**src/hdl/iig_pkg.sv**
```systemverilog
package iig_pkg;

   // fixed field widths of the ports
   localparam int PIXEL_W        = 8;
   localparam int TABLE_W        = 28;
   localparam int SIDE_W         = 11;
   localparam int SIDE_RESET     = 1024;

   // per-pixel tags produced by the front end
   typedef struct packed {
      logic first_row;
      logic frame_end;
   } flags_type;

endpackage

```
**src/hdl/iig_queue.sv**
```systemverilog
module iig_queue #(
   parameter int DATA_W = 32
) (
   input  logic              clock,
   input  logic              reset,
   input  logic              in_valid,
   output logic              in_ready,
   input  logic [DATA_W-1:0] in_data,
   output logic              out_valid,
   input  logic              out_ready,
   output logic [DATA_W-1:0] out_data
);
   import iig_pkg::*;

   localparam logic [1:0] FULL = 2'd2;

   logic [DATA_W-1:0] slot_ff [2];
   logic [1:0]        count_ff, count_in;
   logic              wr_ptr_ff, wr_ptr_in;
   logic              rd_ptr_ff, rd_ptr_in;
   logic              push, pop;

   assign in_ready  = (count_ff != FULL);
   assign out_valid = (count_ff != 2'd0);
   assign out_data  = slot_ff[rd_ptr_ff];
   assign push      = in_valid && in_ready;
   assign pop       = out_valid && out_ready;

   always_comb begin
      count_in  = count_ff;
      wr_ptr_in = wr_ptr_ff;
      rd_ptr_in = rd_ptr_ff;
      if (push) begin
         wr_ptr_in = ~wr_ptr_ff;
      end
      if (pop) begin
         rd_ptr_in = ~rd_ptr_ff;
      end
      if (push && !pop) begin
         count_in = count_ff + 2'd1;
      end else if (pop && !push) begin
         count_in = count_ff - 2'd1;
      end
   end

   always_ff @(posedge clock) begin
      if (reset) begin
         count_ff  <= 2'd0;
         wr_ptr_ff <= 1'b0;
         rd_ptr_ff <= 1'b0;
      end else begin
         count_ff  <= count_in;
         wr_ptr_ff <= wr_ptr_in;
         rd_ptr_ff <= rd_ptr_in;
      end
   end

   always_ff @(posedge clock) begin
      if (push) begin
         slot_ff[wr_ptr_ff] <= in_data;
      end
   end

   // occupancy never leaves 0..2
   a_count_range: assert property (@(posedge clock) disable iff (reset)
      count_ff != 2'd3)
      else $error("queue count out of range");

   // a pop without a push drains exactly one entry
   a_pop_count: assert property (@(posedge clock) disable iff (reset)
      (pop && !push) |=> (count_ff == $past(count_ff) - 2'd1))
      else $error("queue pop did not drain an entry");

endmodule

```
**config.mk**
```make
export PLATFORM = sky130hd
export DESIGN_NAME = iig_queue
export DESIGN_NICKNAME = d
export VERILOG_FILES = /design/src/hdl/iig_pkg.sv /design/src/hdl/iig_queue.sv
export SDC_FILE = /design/constraint.sdc
export NUM_CORES = 1
export LEC_CHECK = 0
export ABC_AREA = 1
export BUFFER_PORTS_ARGS = -buffer_cell sky130_fd_sc_hd__buf_2
export CAP_MARGIN = 0
export CORE_ASPECT_RATIO = 0.8
export CORE_MARGIN = 4
export CORE_UTILIZATION = 50
export CTS_CLUSTER_DIAMETER = 80
export CTS_CLUSTER_SIZE = 28
export DETAILED_ROUTE_END_ITERATION = 10
export PLACE_DENSITY = 0.76
export REMOVE_ABC_BUFFERS = 1
export SLEW_MARGIN = 25
export SYNTH_ARGS = -nofsm -noshare
export SYNTH_HDL_FRONTEND = slang
export SYNTH_SLANG_ARGS = --single-unit
```
**constraint.sdc**
```tcl
create_clock -name clock -period 6.1 [get_ports clock]
set_input_delay 0.61 -clock clock [delete_from_list [all_inputs] [get_ports clock]]
set_output_delay 0.61 -clock clock [all_outputs]
set_load 0.03 [all_outputs]
```
* Yosys cells after proc, flatten, opt, wreduce, memory -nomap -nowiden
Memories as Yosys holds them, arrays and structs flattened. A register that Yosys moved wholly into a read port is not among the register bits. Cells that the tools add are included.
Word-level totals: bits in registers 4, memory bits (writable) 64, output and inout bits 34, logic and storage cells 23, memories 1
Memory list:
- slot_ff | depth 2, width 32, rd ports 1, clocked after memory_dff 1, wr ports 1, RTL line iig_queue.sv:17 | logic [DATA_W-1:0] slot_ff [2];
Cells by class: $add $sub $neg 2, eq/ne operators 1, multiplexer cells 6, bitwise operators 2, reductions and logical operators 8
Operator list (number):
- $logic_and A1 B1 Y1 | 4
- $mux W1 | 4
- $mux W2 | 2
- $reduce_bool A2 Y1 | 2
- $add A2 B1 Y2 const B | 1
- $logic_not A1 Y1 | 2
- $ne A2 B2 Y1 const B | 1
- $not A1 Y1 | 2
- $sub A2 B1 Y2 const B | 1

* Logic depth before layout (Yosys ltp)
depth in word-level cells 6, mapped depth 11

* Worst setup path before layout
No wires, ideal clock.
path type reg2reg, start register count_ff[0], end memory slot_ff[0][0] (enable), arrival time 2142 ps, data required time 5679 ps, setup slack 3537 ps, cell stages (with the launch flop) 5, buffers on the path 0, clock period less this slack 2563 ps, cell sequence dfxtp_1 > inv_1 > nand2_1 > nand2_1 > nor2_1
On the way: word-level cells in the longest chain between the ends 4
RTL lines:
- start, declared | RTL line iig_queue.sv:18 | logic [1:0] count_ff, count_in;
- start signal, assigned | RTL line iig_queue.sv:52 | count_ff <= count_in;
- $ne A2 B2 Y1 | RTL line iig_queue.sv:23 | assign in_ready = (count_ff != FULL);
- named net in_ready | RTL line iig_queue.sv:7 | output logic in_ready,
- $logic_and A1 B1 Y1 | RTL line iig_queue.sv:26 | assign push = in_valid && in_ready;
- $mux W1 | RTL line iig_queue.sv:59 | if (push) begin
- $mux W1 (not written as such) | RTL line iig_queue.sv:60 | slot_ff[wr_ptr_ff] <= in_data;
- end, declared | RTL line iig_queue.sv:17
The timed path passes the listed nets, and every way through them passes these cells.

==> flow_summary.yaml <==
sta:
  hold_slack_ns: 0.464
  setup_viol: 0
  tns_ns: 0
  layout_min_cycle_time_ns: 2.25
  postLayoutSetupSlackWorst_ns: 3.85
  slew_violations: 0
  fmaxAchievable_mhz: 445
  slew-limit-headroom_pct: 39.1
  min_period_over_period_pct: 36.8
  clock-skew-final_ns: 0.00440
  hold_viol: 0
  worst_slew_pin_slew_ns: 0.912
  rsz0062_at_grt: "false"
pwr:
  p_seq_share_pct: 44.3
  power_uw: 1470
  power.density_nw_per_um2: 445
  p_int_uw: 1020
  p_switching_uw: 449
  swShare_pct: 30.6
  share_comb_of_total_power_pct: 28.4
  clkPwrFrac_pct: 27.3
  vdd_drop_max_uv: 279
  leakage_uw: 0.00134
synthesis:
  synth-compound-area-share_pct: 0.740
  synthesis.area_um2: 2710
  synth.most_common_cell: "edfxtp_1"
  post_synth_main_area_contributors: "edfxtp_1 (71%), mux2_4 (17%), dfxtp_1 (3.7%), buf_12 (2.2%), nand2_1 (1.2%)"
  yosysTopAreaCell: "edfxtp_1"
  synthXorXnorAreaFrac_pct: 0
  muxShareOfSynthArea_pct: 17.5
  syn-instance-count: 137
  syn_avg_cell_area_um2: 19.7
  synth_simple_gate_area_share_pct: 2.82
  yosysSeqAreaShare_pct: 74.7
  yosys_warnings: 0
  synth_top_family_by_area: "multiplexers"
  synth_edf_count: 64
  synth_top_cells_by_count: "edfxtp_1 (64), mux2_4 (30), nand2_1 (9)"
  async_flop_share_pct: 0
  ys_ff_latch: 69
  synthFlopType: "edfxtp_1"
  synth_fa_ha_area_share_pct: 0.463
  yosysTopAreaCellShare_pct: 71.0
  synth_cell_types: 14
global_route:
  grt_max_degree: 33
  grt_pass1_wl_um: 6300
  antenna_found_initial: 0
  first_global_vias: 1327
  gr-total-overflow: 0
  grt_util_all_layers_pct: 13.2
flow_run:
  maxCapViolCount: 0
clock_tree:
  clkTransAtPathRegs_ns: 0.07
  insertion_delay_ns: 0.33
  cts_buffer_depth: 2
  cts_tree: "done"
  cts_buffers: 9
  postCtsSetupBuffers: 0
  cts_sinks: 69
  cts.htree.levels: 3
  cts_resized: 0
  cts_root_buffer: "clkbuf_8"
  hold_buffers: 0
critical_path:
  cp-end-kind: "primary output"
  crit_arrival_ns: 1.64
  start_kind: "flop"
  path_max_fanout: 32
  rrSetupSlack_ns: 4.31
  reg2reg_depth: 4
  critPathKind: "flop to primary output"
  crit_required_ns: 5.49
layout:
  multi_input_area_um2: 597
  ff_latch_area_um2: 2030
  nFillCells: 389
  antennaDiodeCount: 0
  final_nets: 250
  fin_util_pct: 64.4
  drive_above_1_share_pct: 54.6
  synthToLayoutAreaGrowth_pct: 22.0
floorplanning:
  ios: 70
  die_x_um: 90.2
  die_h_um: 73.8
  dieArea_um2: 6660
  rows: 23
  initial_utilization_pct: 52.8
  coreArea_um2: 5120
outcome:
  status: "complete, no violations"
placed_design:
  io_buffers: 69
  dp_slack_ns: 3.87
  gp_congestion: 0.687
  hpwlAfterDp_um: 2740
drt:
  wl_um: 4010
  vias: 1363
  viasPerCell: 4.87
  ant_nets: 0
  remaining_drc_errors: 0
  wl_per_cell_um: 14.3
  firstDrtPassIters: 4
  drt_iter0_drc: 91
hold_path:
  hold_depth: 1
  min_path_type: "input port to flop"
-- per-layer routing --
metal  vias up  global-route usage, %  wire length [µm]
met3         7                   6.96               376
met5         -                      0                 0
li1        663                      -                 -
met4         0                   6.62                65
met1       630                   15.3              1790
met2        63                   20.4              1780
-- cells in the final DEF (no fill, tap or decap), drive strengths merged --
| master | netlist | routed |
|---|---|---|
| a21oi | 2 | 2 |
| buf | 4 | 69 |
| bufinv | 0 | 2 |
| clkbuf | 0 | 12 |
| clkinv | 0 | 2 |
| dfxtp | 5 | 5 |
| edfxtp | 64 | 64 |
| ha | 1 | 1 |
| inv | 8 | 8 |
| mux2 | 32 | 32 |
| nand2 | 9 | 9 |
| nand3 | 2 | 2 |
| nand4 | 1 | 1 |
| nor2 | 7 | 7 |
| o21ai | 2 | 2 |
-- cells by family after synthesis --
kind of cell               count (synthesis)
adders and majority gates                  1
and+or+nand+nor                           19
DFF                                       69
muxes                                     32
AOI/OAI and AO/OA                          4
buffers and inverters                     12
-- power by group through the flow --
stage                     registers, µW  clock network, µW  logic (µW)
after global placement              659                  0         421
after floorplan                     650                  0         326
after global routing                660                439         445
after CTS                           652                412         426
final                               650                401         417
after detailed placement            662                  0         424
-- registers in the layout (all words and copies together) (netlist names), named ones only --
| name | cells |
|---|---|
| slot_ff | 64 |
| count_ff | 2 |
| rd_ptr_ff | 1 |
| wr_ptr_ff | 1 |
-- worst max-delay path: stages, from the launching register on --
cell     delay (ns)
dfxtp_4        0.73
mux2_2         0.40
buf_2          0.17
-- layout make-up --
class	count	share of cell area, %
Inverter	8	0.910
Multi-Input combinational cell	56	18.1
Clock inverter	4	2.12
Clock buffer	12	4.70
Timing Repair Buffer	69	10.5
Sequential cell	69	61.4
Tap cell	62	2.35
-- worst paths after layout --
path                                        to   startpoint
worst min register to register       rd_ptr_ff    rd_ptr_ff
worst max-delay path              out_data[24]         flop
worst max register to register   slot_ff[0][3]  count_ff[0]
worst min-delay path            slot_ff[0][11]  in_data[11]
-- per-stage QoR --
stage	area, µm²	std cells
2_1_floorplan	2630	133
6_report	3300	280
4_1_cts	3300	280
3_3_place_gp	3070	264
3_5_place_dp	3070	264
5_1_grt	3300	280
Note: power is estimated with default switching activity, not from simulation.
