$ cat src/hdl/iig_pkg.sv
package iig_pkg;

   // fixed field widths of the ports
   localparam int PIXEL_W        = 8;
   localparam int TABLE_W        = 28;
   localparam int SIDE_W         = 11;
   localparam int SIDE_RESET     = 1024;

   // per-pixel tags produced by the front end
   typedef struct packed {
      logic first_row;
      logic frame_end;
   } flags_type;

endpackage

$ cat src/hdl/iig_front.sv
module iig_front #(
   parameter int POS_W  = 10,
   parameter int PIX_W  = 8,
   parameter int SUM_W  = 18
) (
   input  logic                    clock,
   input  logic                    reset,
   input  logic                    req_valid,
   output logic                    req_ready,
   input  logic [iig_pkg::PIXEL_W-1:0] req_pixel,
   input  logic [POS_W-1:0]        side_m1,
   output logic                    cmd_valid,
   input  logic                    cmd_ready,
   output logic [POS_W-1:0]        cmd_col,
   output logic [SUM_W-1:0]        cmd_sum,
   output iig_pkg::flags_type      cmd_flags
);
   import iig_pkg::*;

   logic [POS_W-1:0] col_ff, col_in;
   logic [POS_W-1:0] row_ff, row_in;
   logic [SUM_W-1:0] row_sum_ff, row_sum_in;
   logic             last_col, last_row, accept;
   logic [SUM_W-1:0] sum;

   assign req_ready = cmd_ready;
   assign cmd_valid = req_valid;
   assign accept    = req_valid && req_ready;

   // positions past a shrunken side count as the last one
   assign last_col = (col_ff >= side_m1);
   assign last_row = (row_ff >= side_m1);
   assign sum      = row_sum_ff + SUM_W'(req_pixel[PIX_W-1:0]);

   assign cmd_col             = last_col ? side_m1 : col_ff;
   assign cmd_sum             = sum;
   assign cmd_flags.first_row = (row_ff == '0);
   assign cmd_flags.frame_end = last_col && last_row;

   always_comb begin
      col_in     = col_ff;
      row_in     = row_ff;
      row_sum_in = row_sum_ff;
      if (accept) begin
         if (last_col) begin
            col_in     = '0;
            row_sum_in = '0;
            row_in     = last_row ? '0 : row_ff + 1'b1;
         end else begin
            col_in     = col_ff + 1'b1;
            row_sum_in = sum;
         end
      end
   end

   always_ff @(posedge clock) begin
      if (reset) begin
         col_ff     <= '0;
         row_ff     <= '0;
         row_sum_ff <= '0;
      end else begin
         col_ff     <= col_in;
         row_ff     <= row_in;
         row_sum_ff <= row_sum_in;
      end
   end

   // the last pixel of a frame sends both positions home
   a_frame_wrap: assert property (@(posedge clock) disable iff (reset)
      (accept && cmd_flags.frame_end) |=> (col_ff == '0 && row_ff == '0 && row_sum_ff == '0))
      else $error("positions not cleared after frame end");

endmodule

$ cat config.mk
export PLATFORM = sky130hd
export DESIGN_NAME = iig_front
export DESIGN_NICKNAME = d
export VERILOG_FILES = /design/src/hdl/iig_pkg.sv /design/src/hdl/iig_front.sv
export SDC_FILE = /design/constraint.sdc
export NUM_CORES = 1
export LEC_CHECK = 0
export ABC_AREA = 1
export CAP_MARGIN = 20
export CORE_ASPECT_RATIO = 0.5
export CORE_MARGIN = 2
export CORE_UTILIZATION = 50
export CTS_CLUSTER_DIAMETER = 200
export DETAILED_ROUTE_END_ITERATION = 10
export DONT_BUFFER_PORTS = 1
export PLACE_DENSITY = 0.72
export SLEW_MARGIN = 25
export SYNTH_ARGS = -nofsm -noshare
export SYNTH_HDL_FRONTEND = slang
export SYNTH_SLANG_ARGS = --single-unit
$ cat constraint.sdc
create_clock -name clock -period 4.3 [get_ports clock]
set_input_delay 0.86 -clock clock [delete_from_list [all_inputs] [get_ports clock]]
set_output_delay 0.86 -clock clock [all_outputs]
set_load 0.1 [all_outputs]
; After elaboration in Yosys (flattened, before gate mapping)
; Index checks and enable logic that the tools add are counted.
; W data, S select, Z words.
[word_totals]
out_inout_bits = 32
ff_bits = 38
wordCells = 16
[classes]
mux = 4
n_reduce_logical = 4
order_cmp = 2
add_sub_neg = 3
[op_table]
columns = op, n
row1 = $mux W10, 3
row2 = $add A10 B1 Y10 const B, 2
row3 = $ge A10 B10 Y1, 2
row4 = $add A18 B8 Y18, 1
row5 = $mux W18, 1
row6 = $logic_not A10 Y1, 1
row7 = $logic_and A1 B1 Y1, 2
row8 = $reduce_and A2 Y1, 1

; Longest topological paths before layout
; Gate-level depths: netlist (run 1).
[logic_depth]
depth_word = 2
mapped_depth = 14

; Worst setup path before layout (run 1)
; No wires, ideal clock.
[synth_path]
path_kind = input to output
startpoint = input port side_m1[9]
endpoint = output port cmd_col[1]
arrival_time_ns = 3.896
stages = 8
n_path_buf = 0
setup_slack_ns = -0.456
cell_sequence = inv_1 ha_1 nand2_1 nor2_2 nand3_1 nand3_2 clkinv_1 o21ai_0
[synth_via]
elab_chain_len = 2
[synth_rtl]
columns = element, line_no
row1 = "start, declared", iig_front.sv:11  ; input logic [POS_W-1:0] side_m1,
row2 = $ge A10 B10 Y1, iig_front.sv:31  ; assign last_col = (col_ff >= side_m1);
row3 = $mux W10, iig_front.sv:35  ; assign cmd_col = last_col ? side_m1 : col_ff;
row4 = "end, declared", iig_front.sv:14  ; output logic [POS_W-1:0] cmd_col,
; Every way passes these cells.

; Worst setup path in the final report (run 1)
[layout_path]
startpoint = input port req_pixel[0] (netlist name)
endpoint = output port cmd_sum[8]
[layout_via]
elab_chain_len = 1
[layout_rtl]
columns = element, line_no
row1 = "start, declared", iig_front.sv:10  ; input logic [iig_pkg::PIXEL_W-1:0] req_pixel,
row2 = $add A18 B8 Y18, iig_front.sv:33  ; assign sum = row_sum_ff + SUM_W'(req_pixel[PIX_W-1:0]);
row3 = "end, declared", iig_front.sv:15  ; output logic [SUM_W-1:0] cmd_sum,
; Every way passes these cells.

==> flow_summary.yaml, run 1 <==
final_layout:
  final_net_count: 560
  antenna-diode-count: 0
  fillCellCount: 565
  final_area_mm2: 0.00356
  layout.core_utilization: 0.593
  multi_input_area_mm2: 0.00209
  layout.cells.non_filler: 584
  regArea_um2: 761
  areaGrowthSynthToFinish_pct: 15.8
  drive_gt1_frac: 0.134
sta:
  unrepaired_setup_endpoints_after_global_routing: "false"
  final_period_minus_worst_setup_slack_ns: 3.40
  worst_slack_ns: 0.904
  post-route-period-util: 0.790
  clock-skew-final_ns: 0.00238
  report.final.setup_viol: 0
  finalHoldViolations: 0
  finalSetupTns_ns: 0
  worst-slew-pin-transition_ns: 0.922
  slew_headroom: 0.384
  achievable-frequency_ghz: 0.295
  holdWs_ns: 0.463
  final-max-slew-violation-count: 0
clock_tree:
  worst_skew_pair.late_latency_ns: 0.29
  library_cell_used_as_clock_root_buffer: "clkbuf_16"
  post_cts_resized: 0
  cts_bufs_inserted: 5
  clock-sinks: 38
  post_cts_setup_buffer_count: 0
  cts_tree: "built"
  h-tree-depth: 2
  bufs_on_longest_clock_path: 2
  path_clk_slew_ns: 0.06
  cts_hold_buf: 0
worst_setup_path:
  critical_path.endpoint_type: "output port"
  critical_path.top_delay_family: "adder cells"
  critPathKind: "primary input to output port"
  rrSetupSlack_ns: 1.93
  cp_num_buf_inv: 3
  critical-path-max-stage-delay_ns: 0.42
  path_cells: "ha_1 -> inv_1 -> fa_1 -> inv_1 -> nand3_1 -> nand3_1 -> nand2_1 -> nand2_2 -> xor2_2 -> buf_4"
  cp_data_required_time_ns: 3.44
  cp_max_fo: 5
  crit_arrival_ns: 2.54
  cpMaxStageDelayCell: "fa_1"
  setup.worst_path.start_class: "primary input"
floorplan:
  io_pins: 54
  chipHeight_um: 59.5
  width_of_the_die_um: 115
  design.die.area_mm2: 0.00683
  rows: 20
  floorplan.initialDensity: 0.512
  core_region_area_mm2: 0.00601
placement:
  finalWeightedCongestion: 0.853
  post-dp-hpwl_um: 5180
  post-place-cells: 576
  post-place-ws_ns: 0.907
  placed_area_mm2: 0.00341
  portBuffers: 0
grt:
  number_of_global_route_vias_before_repair: 2698
  global_route.usage.total: 0.226
  pin_count_of_the_biggest_net_entering_global_routing: 27
  antenna_found_initial: 0
  gr_ovfl_total: 0
  grt_first_pass_wirelength_um: 12000
detailed_routing:
  dr_total_vias: 2917
  remaining_drc_errors: 0
  drt-initial-drc-count: 164
  drt-total-wl_um: 6970
  via_per_inst: 4.99
  wl_per_cell_um: 11.9
  drt_first_pass_iters: 4
  ant_nets: 0
logic_synthesis:
  synth-edff-count: 0
  syn_area_per_cell_um2: 6.37
  synth.yosys.warnings: 0
  synth_area_leader_cell: "dfxtp_1"
  yosys.area.top_type_share: 0.247
  synth-main-ff-cell: "dfxtp_1"
  synthArstFlopShare: 0
  post_synth_inst_count: 483
  mappedNetlistArea_mm2: 0.00308
  postSynthRegisterBits: 38
  synth_cell_type_count: 36
  syn_nets: 537
  most_area_consuming_cells_after_synthesis: "dfxtp_1 (25%), nand2_1 (20%), ha_1 (13%)"
  ys_seq_area_frac: 0.247
run:
  timing.max_cap.violations: 0
pwr:
  total_power_mw: 0.986
  p_leak_nw: 1.71
  worst_vdd_rail_ir_drop_uv: 205
  pwr_density_cell_mw_per_mm2: 277
hold_path:
  timing.hold.worst.class: "flop to flop"
outcome:
  status: "finished clean"
==> registers in the layout, indices dropped and copies added, names as in the netlist <==
signal and flops:
col_ff 10, row_ff 10, row_sum_ff 18
==> cell families (layout without fill, tap and decap cells) <==
logic type               count (synthesis)  count (layout)  share of synthesized area
buffers and inverters                   78             102                      0.106
AO/OA/AOI/OAI                           60              60                      0.103
XOR/XNOR                                16              16                     0.0456
AND/OR/NAND/NOR                        259             259                      0.366
adder cells (fa/ha/maj)                 32              32                      0.133
flip-flops                              38              38                      0.247
==> metal layers <==
| metal | up-vias | track usage | wire (um) |
|---|---|---|---|
| li1 | 1572 | - | - |
| met3 | 10 | 0.0593 | 384 |
| met4 | 0 | 0.0861 | 118 |
| met2 | 68 | 0.368 | 3010 |
| met1 | 1267 | 0.293 | 3450 |
| met5 | - | 0 | 0 |
==> power by group <==
| part | total (mW) | switching [mW] | internal (mW) | leakage [nW] |
|---|---|---|---|---|
| registers | 0.363 | 0.00421 | 0.359 | 0.307 |
| logic | 0.246 | 0.192 | 0.0545 | 1.33 |
| clock network | 0.377 | 0.147 | 0.230 | 0.0739 |
==> worst reg2reg max path, stage by stage (launching register included) <==
cell     delay [ns]
dfxtp_1        0.43
ha_1           0.29
nand2_1        0.09
inv_1          0.04
nand2_1        0.06
nand2_1        0.05
nand2_1        0.06
nand3_2        0.06
buf_4          0.20
nor2_2         0.71
nand2_1        0.12
a21oi_1        0.18
==> synth_stat cells, types with 2 or more instances <==
master / number
clkbuf_1: 5
ha_1: 31
nor3_1: 6
dfxtp_1: 38
o21ai_0: 16
xor2_1: 12
nor2_2: 4
buf_4: 4
buf_6: 2
nand2_2: 3
clkinv_1: 2
nand3_1: 24
a21oi_1: 37
nand4_1: 7
nor2_1: 34
xnor2_1: 4
and2_1: 3
inv_1: 62
nand2_1: 164
nor3b_2: 3
a21o_1: 3
nand3b_1: 5
==> placed cells by master (no fill, tap or decap), types with 4 or more instances in the layout <==
cell / synthesis / routed
nand2_1: 164 / 164
inv_1: 62 / 62
dfxtp_1: 38 / 38
a21oi_1: 37 / 37
nor2_1: 34 / 34
ha_1: 31 / 31
buf_4: 4 / 29
nand3_1: 24 / 24
o21ai_2: 0 / 10
nand4_1: 7 / 7
nor3_1: 6 / 6
xor2_2: 0 / 6
o21ai_0: 16 / 6
xor2_1: 12 / 6
nand3b_1: 5 / 5
clkbuf_16: 0 / 5
nor2_2: 4 / 4
==> final timing paths <==
path,depth (start not counted),from,endpoint
worst max-delay path,10,req_pixel[0],cmd_sum[8]
worst min-delay path,2,row_sum_ff[3]$_SDFFE_PP0P_,row_sum_ff[3]$_SDFFE_PP0P_
worst max register to register,11,col_ff[5]$_SDFFE_PP0P_,row_sum_ff[15]$_SDFFE_PP0P_
worst min register to register,2,row_sum_ff[3]$_SDFFE_PP0P_,row_sum_ff[3]$_SDFFE_PP0P_
==> final cells by class <==
class                   count  share of cell area
repair buffers             29              0.0611
flip-flops and latches     38               0.214
clock buffers               7              0.0401
multi-input cells         367               0.588
inverters                  65              0.0685
well taps                  77              0.0271
clock inverters             1             0.00141
No activity file was read; power rests on OpenSTA's default activity.
==> inputs of run 2 (changes only) <==
Settings changed: ABC_AREA 1 to 0, PLACE_DENSITY 0.72 to 0.75.
Clock period 4.3 ns to 2.9 ns, I/O delays scaled along.
==> run 2 against run 1 <==
Against the previous run: die area decreased by 4.4%; critical endpoint is now cmd_sum[12]; largest power group unchanged; combinational power increased by 98%; synthesized area decreased by 4.6%; non-clock buffer count increased by 46; setup slack got worse by 1.0 ns; via count increased by 5.5%; total power increased by 69%; flip-flop and latch count unchanged; largest cell class unchanged; sequential share of layout area decreased by 4.6 points; the run now ends with negative setup slack left; sequential power increased by 49%; first-iteration DRC count increased by 32%; critical path type is now flop to output port; clock power increased by 69%.
==> flow_summary.yaml, run 2 <==
outcome:
  status: "finished with violations"
  violations_in_the_final_reports: "negative setup slack"
logic_synthesis:
  synth.yosys.warnings: 0
  synth-edff-count: 0
  post_synth_inst_count: 364
  synth.most_common_cell: "dfxtp_1"
  syn_nets: 418
  synthArstFlopShare: 0
  postSynthRegisterBits: 38
  most_area_consuming_cells_after_synthesis: "dfxtp_1 (26%), ha_1 (13%), nand2_1 (4.5%)"
  ys_seq_area_frac: 0.259
  syn_area_per_cell_um2: 8.06
  post_synth_most_frequent_cells: "dfxtp_1 (38), nand2_1 (35), ha_1 (31)"
  synth-main-ff-cell: "dfxtp_1"
  synth_cell_type_count: 56
  mappedNetlistArea_mm2: 0.00293
  synth_area_leader_cell: "dfxtp_1"
  yosys.area.top_type_share: 0.259
floorplan:
  chipHeight_um: 58.2
  io_pins: 54
  core_region_area_mm2: 0.00556
  floorplan.initialDensity: 0.527
  design.die.area_mm2: 0.00653
  width_of_the_die_um: 112
  rows: 19
final_layout:
  top_regs: "row_sum_ff: 18 flops, col_ff: 10 flops, row_ff: 10 flops"
  layout_commonest_cell: "buf_4"
  areaGrowthSynthToFinish_pct: 57.0
  final_cell_mix: "buf_4 (50), dfxtp_1 (30), ha_1 (25)"
  max_ffs_per_register: 18
  final_net_count: 480
  largest_register: "row_sum_ff"
  drive_gt1_frac: 0.393
  antenna-diode-count: 0
  layout.cells.non_filler: 500
sta:
  finalHoldViolations: 0
  report.final.setup_viol: 4
  final_period_minus_worst_setup_slack_ns: 3.01
  final-max-slew-violation-count: 0
  worst-slew-pin-transition_ns: 0.777
  achievable-frequency_ghz: 0.332
  unrepaired_setup_endpoints_after_global_routing: "true"
  worst_slack_ns: -0.114
  post-route-period-util: 1.04
  finalSetupTns_ns: -0.227
  holdWs_ns: 0.355
  slew_headroom: 0.482
  clock-skew-final_ns: 0.00391
detailed_routing:
  via_per_inst: 6.16
  drt-total-wl_um: 8970
  wl_per_cell_um: 17.9
  drt_first_pass_iters: 5
  dr_total_vias: 3078
  remaining_drc_errors: 0
  ant_nets: 0
  drt-initial-drc-count: 217
clock_tree:
  bufs_on_longest_clock_path: 2
  cts_bufs_inserted: 5
  h-tree-depth: 2
  worst_skew_pair.late_latency_ns: 0.29
  path_clk_slew_ns: 0.06
  library_cell_used_as_clock_root_buffer: "clkbuf_16"
  clock-sinks: 38
  cts_tree: "built"
pwr:
  combPwrFrac: 0.292
  p_leak_nw: 1.84
  power_frac_clock: 0.384
  power.switching_fraction: 0.339
  worst_vdd_rail_ir_drop_uv: 402
  power_frac_seq: 0.324
  p_sw_mw: 0.565
  pwr_density_cell_mw_per_mm2: 362
  internal_power_mw: 1.10
grt:
  pin_count_of_the_biggest_net_entering_global_routing: 24
  grt_first_pass_wirelength_um: 14200
  antenna_found_initial: 0
  global_route.usage.total: 0.272
  gr_ovfl_total: 0
  number_of_global_route_vias_before_repair: 2998
run:
  timing.max_cap.violations: 0
hold_path:
  timing.hold.worst.class: "primary input to flop"
placement:
  post-place-ws_ns: -0.0577
  portBuffers: 0
  post-dp-hpwl_um: 6360
  finalWeightedCongestion: 0.863
  post-place-cells: 481
worst_setup_path:
  setup.worst_path.start_class: "flop"
  cp_data_required_time_ns: 2.32
  crit_arrival_ns: 2.43
  cp_max_fo: 4
  critical_path.endpoint_type: "output port"
  critPathKind: "flop to output port"
[run 2: layout make-up]
cell class | count | area, um^2
clock buffers | 5 | 125
clock inverters | 3 | 45.0
fillers | 302 | 957
inverters | 21 | 86.3
multi-input cells | 285 | 2600
flip-flops and latches | 38 | 773
well taps | 73 | 91.3
repair buffers | 75 | 883
[run 2: logic make-up (layout without fill, tap and decap cells)]
family	count (synthesis)	count (layout)	share of synthesized area
multiplexers	1	1	0.00341
flip-flops	38	38	0.259
AO/OA/AOI/OAI	96	96	0.215
adder cells (fa/ha/maj)	32	32	0.139
buffers and inverters	41	104	0.0742
AND/OR/NAND/NOR	131	131	0.235
XOR/XNOR	25	25	0.0746
[run 2: through the flow]
step	area (um^2)	power, mW	util
after floorplan	3510	0.912	-
after global placement	4220	1.00	0.759
after detailed placement	4220	1.01	0.759
after CTS	4460	1.65	0.801
after global routing	4610	1.72	0.828
final	4610	1.66	0.828
[run 2: power by group through the flow]
stage / clock [mW] / sequential (mW) / combinational (mW)
after floorplan: 0 / 0.549 / 0.362
after global placement: 0 / 0.550 / 0.453
after detailed placement: 0 / 0.551 / 0.463
after CTS: 0.643 / 0.540 / 0.468
after global routing: 0.672 / 0.541 / 0.509
final: 0.639 / 0.540 / 0.486
[run 2: critical path: stages, from the launching register on]
cell,delay [ns]
dfxtp_2,0.35
ha_4,0.13
inv_2,0.03
fa_2,0.35
nor2b_2,0.15
o2111a_1,0.23
o21a_2,0.19
o21ai_4,0.08
xnor2_4,0.62
[run 2: worst paths after layout]
path / from / slack [ns] / end / cells past startpoint
max: row_sum_ff[0]$_SDFFE_PP0P_ / -0.11 / cmd_sum[12] / 8
min: reset / 0.36 / row_sum_ff[8]$_SDFFE_PP0P_ / 1
max reg2reg: col_ff[9]$_SDFFE_PP0P_ / 0.25 / row_ff[7]$_SDFFE_PP0P_ / 10
min reg2reg: row_sum_ff[6]$_SDFFE_PP0P_ / 0.45 / row_sum_ff[6]$_SDFFE_PP0P_ / 2
[run 2: per-layer routing]
layer  wire, um  global-route usage
met5          0                   0
met4        133              0.0889
met3        556              0.0523
met2       4380               0.485
met1       3900               0.338
[run 2: repair_timing]
item | CTS | global route
hold buffers | 0 | 0
buffers inserted | 4 | 7
pin swaps | 10 | 17
endpoints found under the setup margin | 19 | 21
gates resized for setup | 6 | 23
